## config.mk

```make
export PLATFORM = sky130hd
export DESIGN_NAME = freezer_defrost_controller
export DESIGN_NICKNAME = d
export VERILOG_FILES = /design/src/sv/fdc_pkg.sv /design/src/sv/fdc_cfg.sv /design/src/sv/fdc_step.sv /design/src/sv/freezer_defrost_controller.sv
export SDC_FILE = /design/constraint.sdc
export NUM_CORES = 1
export LEC_CHECK = 0
export ABC_CLOCK_PERIOD_IN_PS = 14100
export BUFFER_PORTS_ARGS = -buffer_cell sky130_fd_sc_hd__buf_4
export CAP_MARGIN = 40
export CORE_UTILIZATION = 60
export DETAILED_ROUTE_END_ITERATION = 10
export HOLD_SLACK_MARGIN = 0.03
export PLACE_DENSITY_LB_ADDON = 0.2
export SYNTH_ARGS = -nofsm -noshare
export SYNTH_HDL_FRONTEND = slang
export SYNTH_SLANG_ARGS = --single-unit
```

## constraint.sdc

```tcl
create_clock -name clk -period 14.1 [get_ports clk]
set_input_delay 2.115 -clock clk [delete_from_list [all_inputs] [get_ports clk]]
set_output_delay 2.115 -clock clk [all_outputs]
set_load 0.01 [all_outputs]
```

## src/sv/fdc_pkg.sv

```systemverilog
// shared types and constants for the freezer defrost controller
package fdc_pkg;

  localparam int TEMP_WIDTH   = 16;
  localparam int TIME_WIDTH   = 24;
  localparam int UPTIME_WIDTH = 32;
  // tick counters need one bit above the limit registers
  localparam int CNT_WIDTH    = TIME_WIDTH + 1;
  localparam int REG_IDX_WIDTH = 2;

  typedef enum logic [1:0] {
    MODE_WAIT    = 2'd0,
    MODE_FREEZE  = 2'd1,
    MODE_DEFROST = 2'd2
  } mode_t;

  typedef enum logic [1:0] {
    DRIVE_OFF  = 2'd0,
    DRIVE_COMP = 2'd1,
    DRIVE_HEAT = 2'd2
  } drive_t;

  typedef enum logic [1:0] {
    STATUS_STANDBY  = 2'd0,
    STATUS_FREEZING = 2'd1,
    STATUS_HEATING  = 2'd2
  } status_t;

  typedef enum logic [REG_IDX_WIDTH-1:0] {
    REG_STARTUP_WAIT = 2'd0,
    REG_MAX_FREEZE   = 2'd1,
    REG_DRIP_WAIT    = 2'd2,
    REG_MAX_DEFROST  = 2'd3
  } reg_idx_t;

  typedef struct packed {
    logic [UPTIME_WIDTH-1:0]      uptime_seconds;
    logic signed [TEMP_WIDTH-1:0] freezer_temp;
    logic                         freezer_temp_ok;
    logic signed [TEMP_WIDTH-1:0] cooler_temp;
    logic                         cooler_temp_ok;
    logic signed [TEMP_WIDTH-1:0] freezer_target;
    logic signed [TEMP_WIDTH-1:0] cooler_target;
    logic                         relay_open;
  } fdc_in_t;

  typedef struct packed {
    logic       fan_open;
    logic [1:0] drive;
    logic [1:0] status;
  } fdc_out_t;

  typedef struct packed {
    logic [TIME_WIDTH-1:0] startup_wait_sec;
    logic [TIME_WIDTH-1:0] max_freeze_sec;
    logic [TIME_WIDTH-1:0] drip_wait_sec;
    logic [TIME_WIDTH-1:0] max_defrost_sec;
  } fdc_cfg_t;

  typedef struct packed {
    mode_t                mode;
    logic [CNT_WIDTH-1:0] freeze_ticks;
    logic [CNT_WIDTH-1:0] defrost_ticks;
    logic [CNT_WIDTH-1:0] drip_ticks;
    logic                 relay_seen_open;
    logic                 fan_state;
    drive_t               drive_state;
  } fdc_state_t;

endpackage

```

## src/sv/fdc_cfg.sv

```systemverilog
// configuration register file for the freezer defrost controller
module fdc_cfg
  import fdc_pkg::*;
(
  input  logic                     clk,
  input  logic                     rst,
  input  logic                     cfg_valid,
  output logic                     cfg_ready,
  input  logic [REG_IDX_WIDTH-1:0] cfg_index,
  input  logic [TIME_WIDTH-1:0]    cfg_data,
  output fdc_cfg_t                 cfg
);

  reg_idx_t idx;

  // writes are always taken
  assign cfg_ready = 1'b1;
  assign idx       = reg_idx_t'(cfg_index);

  // register write
  always_ff @(posedge clk) begin
    if (rst) begin
      cfg <= '0;
    end else if (cfg_valid && cfg_ready) begin
      unique case (idx)
        REG_STARTUP_WAIT: cfg.startup_wait_sec <= cfg_data;
        REG_MAX_FREEZE:   cfg.max_freeze_sec   <= cfg_data;
        REG_DRIP_WAIT:    cfg.drip_wait_sec    <= cfg_data;
        REG_MAX_DEFROST:  cfg.max_defrost_sec  <= cfg_data;
      endcase
    end
  end

endmodule

```

## src/sv/fdc_step.sv

```systemverilog
// next-state and result logic for one tick of the defrost controller
module fdc_step
  import fdc_pkg::*;
(
  input  fdc_in_t    req,
  input  fdc_cfg_t   cfg,
  input  fdc_state_t state,
  output fdc_state_t state_next,
  output fdc_out_t   result
);

  logic [CNT_WIDTH-1:0] freeze_inc;
  logic [CNT_WIDTH-1:0] defrost_inc;
  logic [CNT_WIDTH-1:0] drip_new;
  logic [CNT_WIDTH-1:0] heat_limit;
  logic                 both_cold;
  status_t              status;

  // counter increments and comparisons against the limit registers
  assign freeze_inc  = CNT_WIDTH'(state.freeze_ticks + 1'b1);
  assign defrost_inc = CNT_WIDTH'(state.defrost_ticks + 1'b1);
  assign heat_limit  = CNT_WIDTH'(cfg.max_defrost_sec >> 1);
  assign both_cold   = (req.freezer_temp < req.freezer_target) &&
                       (req.cooler_temp < req.cooler_target);

  // mode sequencing
  always_comb begin
    state_next = state;
    drip_new   = state.drip_ticks;
    status     = STATUS_STANDBY;
    unique case (state.mode)
      MODE_WAIT: begin
        if (UPTIME_WIDTH'(cfg.startup_wait_sec) < req.uptime_seconds) begin
          state_next.mode = MODE_FREEZE;
        end
        state_next.fan_state   = 1'b1;
        state_next.drive_state = DRIVE_OFF;
        status                 = STATUS_STANDBY;
      end
      MODE_FREEZE: begin
        // actuators only move on reliable readings
        if (req.freezer_temp_ok && req.cooler_temp_ok) begin
          if (both_cold) begin
            state_next.fan_state   = 1'b1;
            state_next.drive_state = DRIVE_OFF;
            state_next.mode        = MODE_WAIT;
          end else begin
            state_next.fan_state   = 1'b0;
            state_next.drive_state = DRIVE_COMP;
          end
        end
        // cumulative freezing time forces a defrost
        if (CNT_WIDTH'(cfg.max_freeze_sec) < freeze_inc) begin
          state_next.freeze_ticks = '0;
          state_next.mode         = MODE_DEFROST;
        end else begin
          state_next.freeze_ticks = freeze_inc;
        end
        status = STATUS_FREEZING;
      end
      default: begin
        // defrost: heater until relay opens or half the limit; drip time runs once the relay opens
        if (req.relay_open || state.relay_seen_open) begin
          state_next.relay_seen_open = 1'b1;
          drip_new                   = CNT_WIDTH'(state.drip_ticks + 1'b1);
          state_next.drive_state     = DRIVE_OFF;
        end else if (defrost_inc < heat_limit) begin
          state_next.drive_state = DRIVE_HEAT;
        end else begin
          state_next.drive_state = DRIVE_OFF;
        end
        if ((CNT_WIDTH'(cfg.drip_wait_sec) < drip_new) ||
            (CNT_WIDTH'(cfg.max_defrost_sec) < defrost_inc)) begin
          state_next.defrost_ticks   = '0;
          state_next.drip_ticks      = '0;
          state_next.relay_seen_open = 1'b0;
          state_next.mode            = MODE_FREEZE;
        end else begin
          state_next.defrost_ticks = defrost_inc;
          state_next.drip_ticks    = drip_new;
        end
        status = STATUS_HEATING;
      end
    endcase
  end

  // result carries the held actuator state
  assign result.fan_open = state_next.fan_state;
  assign result.drive    = state_next.drive_state;
  assign result.status   = status;

endmodule

```

## src/sv/freezer_defrost_controller.sv

```systemverilog
// top level of the freezer defrost controller: request stage, state and result register
//
//   channel  direction  handshake           payload
//   in       sink       in_valid/in_stall   in_data   (fdc_in_t, one tick)
//   out      source     out_valid/out_stall out_data  (fdc_out_t, one result per tick)
//   cfg      sink       cfg_valid/cfg_ready cfg_index, cfg_data (four limit registers)
//
// a request is registered, then the step logic updates the mode state and loads the
// result register; one request per cycle is sustained while out_stall is low.
// the rate is set by the combinational step path from the request register to the result register.
// rst is synchronous; it clears the limit registers, mode state and both valid flags.
// out_stall holds the result register; a request waiting behind it raises in_stall.
// cfg_ready is always high.
module freezer_defrost_controller
  import fdc_pkg::*;
(
  input  logic                     clk,
  input  logic                     rst,
  input  logic                     in_valid,
  output logic                     in_stall,
  input  fdc_in_t                  in_data,
  output logic                     out_valid,
  input  logic                     out_stall,
  output fdc_out_t                 out_data,
  input  logic                     cfg_valid,
  output logic                     cfg_ready,
  input  logic [REG_IDX_WIDTH-1:0] cfg_index,
  input  logic [TIME_WIDTH-1:0]    cfg_data
);

  fdc_cfg_t   cfg;
  fdc_state_t state;
  fdc_state_t state_next;
  fdc_out_t   result;
  fdc_in_t    req;
  logic       req_valid;
  logic       req_advance;
  logic       in_accept;

  // limit registers
  fdc_cfg u_cfg (
    .clk       (clk),
    .rst       (rst),
    .cfg_valid (cfg_valid),
    .cfg_ready (cfg_ready),
    .cfg_index (cfg_index),
    .cfg_data  (cfg_data),
    .cfg       (cfg)
  );

  // per-tick logic
  fdc_step u_step (
    .req        (req),
    .cfg        (cfg),
    .state      (state),
    .state_next (state_next),
    .result     (result)
  );

  // handshake between request stage and result register
  assign req_advance = req_valid && (!out_valid || !out_stall);
  assign in_stall    = req_valid && !req_advance;
  assign in_accept   = in_valid && !in_stall;

  // request register
  always_ff @(posedge clk) begin
    if (rst) begin
      req_valid <= 1'b0;
    end else if (in_accept) begin
      req_valid <= 1'b1;
    end else if (req_advance) begin
      req_valid <= 1'b0;
    end
    if (in_accept) begin
      req <= in_data;
    end
  end

  // controller state, updated once per request
  always_ff @(posedge clk) begin
    if (rst) begin
      state.mode            <= MODE_WAIT;
      state.freeze_ticks    <= '0;
      state.defrost_ticks   <= '0;
      state.drip_ticks      <= '0;
      state.relay_seen_open <= 1'b0;
      state.fan_state       <= 1'b1;
      state.drive_state     <= DRIVE_OFF;
    end else if (req_advance) begin
      state <= state_next;
    end
  end

  // result register
  always_ff @(posedge clk) begin
    if (rst) begin
      out_valid <= 1'b0;
    end else if (req_advance) begin
      out_valid <= 1'b1;
    end else if (!out_stall) begin
      out_valid <= 1'b0;
    end
    if (req_advance) begin
      out_data <= result;
    end
  end

  // heater is never left on outside defrost
  assert property (@(posedge clk) disable iff (rst)
    (state.drive_state == DRIVE_HEAT) |-> (state.mode == MODE_DEFROST))
    else $error("heater held outside defrost");

  // relay latch is only set during defrost
  assert property (@(posedge clk) disable iff (rst)
    state.relay_seen_open |-> (state.mode == MODE_DEFROST))
    else $error("relay latch set outside defrost");

  // drip time only runs once the relay has been seen open
  assert property (@(posedge clk) disable iff (rst)
    (state.drip_ticks != '0) |-> state.relay_seen_open)
    else $error("drip counter running without relay latch");

  // a request leaving the request stage always lands in the result register
  assert property (@(posedge clk) disable iff (rst)
    req_advance |=> out_valid)
    else $error("request lost between stages");

endmodule
```

==> qor.csv <==
metric,value,unit
cts_post_setup_buffers_inserted,0,
timing.critical_path.to_type,output pin,
holdCritPathClass,register to register,
critical_path.slowest_cell,and3_1,
first_global_vias,10800,
critPathMaxStageDelay,0.22,ns
fin_crit_sh,0.335,
path_max_fanout,3,
pin_count,138,
gr-usage-all-layers,0.262,
start_util,0.615,
rr_worst_depth,16,
asyncSetResetFlopFracSynth,0,
report.final.slew_viol_count,0,
clk-insertion-delay-late,0.56,ns
detailroute.via_count,11600,
maximum_number_of_pins_on_one_net_before_global_route_repair,77,
cts_root_buffer,clkbuf_16,
ys_seq_elements,283,
clkSinkCount,283,
synth_sequential_area_ratio,0.462,
period_minus_slack,4.73,ns
fin_nets,1999,
cts_resized,0,
maximum_clock_frequency,212,MHz
cp_data_arrival_time,2.61,ns
finalSetupViolCount,0,
std_cell_rows,56,
nets_in_the_synthesized_netlist,1890,
crit-reg2reg-launch,state[4],
number_of_buffers_created_by_cts,29,
number_of_antenna_violations_at_the_first_check_in_global_routing,0,
crit_cells,3,
timing.critical_path.cells,"buf_4, and3_1, buf_4",
number_of_hold_violations_in_the_final_report,0,
cts-htree-levels,1,
cts_tree,done,
post_dp_cell_area,0.0158,sq mm
min_from,u_cfg.cfg[55],
synth_top_flop_cell,dfxtp_1,
synth_top_cells_by_area,"dfxtp_1 25%, edfxtp_1 22%, ha_1 13%",
synth_enable_flop_cells,104,
vias_per_cell,5.61,
cts-root-to-sink-buffers,3,
globalRouteOverflowTotal,0,
dp_hpwl,23300,microns
grt_pass1_wl,51700,microns
worstSetupPathType,input port to output pin,
met3_wirelength,1980,microns
tightest_slew,0.927,ns
status,completed,
post-route-drc-count,0,
syn_area,0.0145,sq mm
cp-endpoint,in_stall,
dieWidth,158,microns
worst_setup_path_start_kind,input port,
synth.largest_area_cell,dfxtp_1,
critical-path-top-cell-by-count,buf_4,
critPathTopFamily,buffers and inverters,
cp-startpoint,out_stall,
post_route_ant_nets,0,
routed_wire_length_per_instance,15.7,microns
slew-limit-headroom,0.380,
routabilityCongestion,0.876,
die_height,158,microns
totalWireLength,32300,microns
yosysWarningCount,0,
place.port_buffers,136,
post_synth_num_cell_types,62,
drive_gt1_frac,0.124,
synth.top_cell.area_share,0.247,
drt_first_pass_iters,5,
critPathRequiredTime,11.98,ns
netlist_instances,1613,
cts_hold_repair.buffers,0,
max_cap_violations,0,
r2r_setup_slack,9.44,ns
n_antenna_cell,0,
postLayoutCellArea,0.0168,sq mm
flow.area_growth_from_synthesis,15.4,%
clk_pin_slew_worst_paths,0.06,ns
met2WireLength,15700,microns
design.die.area,0.0248,sq mm
peakVddDrop,0.000106,V
synth.cells.most_frequent,"279 x nand2_1, 180 x a21oi_1, 179 x dfxtp_1",
timing.rr.end,state[31],
power_leakage,6.74,nW
grt_setup_unrepaired,no,
clock-skew-final,0.00995,ns
p_per_area,108,mW/mm^2
n_fill_cell,1837,
drt_iter0_markers,838,
standard_cell_core_area,0.0236,sq mm
maxUsedRoutingLayer,met4,
drt-met1-wl,13700,microns
syn_area_per_cell,9.01,sq um
timing.setup.tns,0,ns
yosysMostFrequentCell,nand2_1,
worstPathBufferInverterCount,2,
layout by cell type, fill, tap and decap left out, types with 8 or more instances in the layout:
cell	Yosys	routed
a211oi_1	9	9
a21o_1	15	15
a21oi_1	180	180
a22oi_1	32	32
and2_1	11	11
and3_1	17	17
and4_1	9	9
buf_4	2	147
clkbuf_16	0	30
clkinv_2	0	10
dfxtp_1	179	179
edfxtp_1	104	104
ha_1	147	147
inv_1	109	110
nand2_1	279	279
nand2b_1	8	8
nand3_1	48	48
nand3b_1	8	8
nand4_1	33	33
nor2_1	126	126
nor2b_1	12	11
nor3_1	23	23
nor4_1	11	11
o21a_1	8	8
o21ai_0	42	42
xnor2_1	34	34
xor2_1	26	26
layer usage:
layer	GRT usage	up-vias
met2	0.453	297
met4	0.0865	0
met5	0	-
li1	-	5841
met1	0.332	5390
met3	0.0452	59
cell families after synthesis:
logic type	Yosys count	share of synthesized area
flops	283	0.462
buf+inv	181	0.0488
simple gates	609	0.191
other cells	1	0.000258
compound gates	330	0.134
mux	2	0.00172
xor+xnor	60	0.0362
fa+ha+maj	147	0.127
metrics by stage:
step / util / setup slack, ns / power, mW / hold WS (ns) / cells
after floorplan: - / 6.80 / 0.998 / 0.431 / 1613
after global placement: 0.666 / 9.38 / 1.06 / 0.445 / 2005
after detailed placement: 0.669 / 9.37 / 1.07 / 0.454 / 2010
after CTS: 0.710 / 9.37 / 1.83 / 0.463 / 2064
after global routing: 0.710 / 9.00 / 1.88 / 0.484 / 2064
final: 0.710 / 9.37 / 1.82 / 0.462 / 2064
tightest hold or removal path, delay by kind of cell (launching register included):
| kind | cells | cell delay (ns) |
|---|---|---|
| AOI/OAI and AO/OA | 1 | 0.05 |
| DFF | 1 | 0.31 |
| and+or+nand+nor | 1 | 0.05 |
sequential cells by signal, summed over array words and instances (netlist names):
register and cells:
out_data 5, out_valid 1, req 99, req_valid 1, state 81, u_cfg.cfg 96
final cells by class:
cell class              instances  area (sq um)  share of cell area
repair buffers                150          1150              0.0685
multi-input cells            1149          7120               0.425
clock inverters                16           125             0.00746
inverters                     109           409              0.0244
flip-flops and latches        283          6710               0.400
clock buffers                  38           851              0.0508
well taps                     319           399              0.0238
power breakdown:
group          total (mW)  switching (mW)  leakage (nW)  internal (mW)
registers           0.888          0.0120          2.46          0.876
logic               0.161          0.0935          3.78         0.0678
clock network       0.766           0.322         0.503          0.445
worst min-delay path by stage:
stage / end / slack [ns] / cells after the start
5_1_grt: u_cfg.cfg[65] / 0.48 / 2
3_5_place_dp: u_cfg.cfg[37] / 0.45 / 2
6_report: u_cfg.cfg[55] / 0.46 / 2
4_1_cts: u_cfg.cfg[55] / 0.46 / 2
3_3_place_gp: u_cfg.cfg[72] / 0.44 / 2
2_1_floorplan: u_cfg.cfg[72] / 0.43 / 2
(Power assumes the default switching activity.)
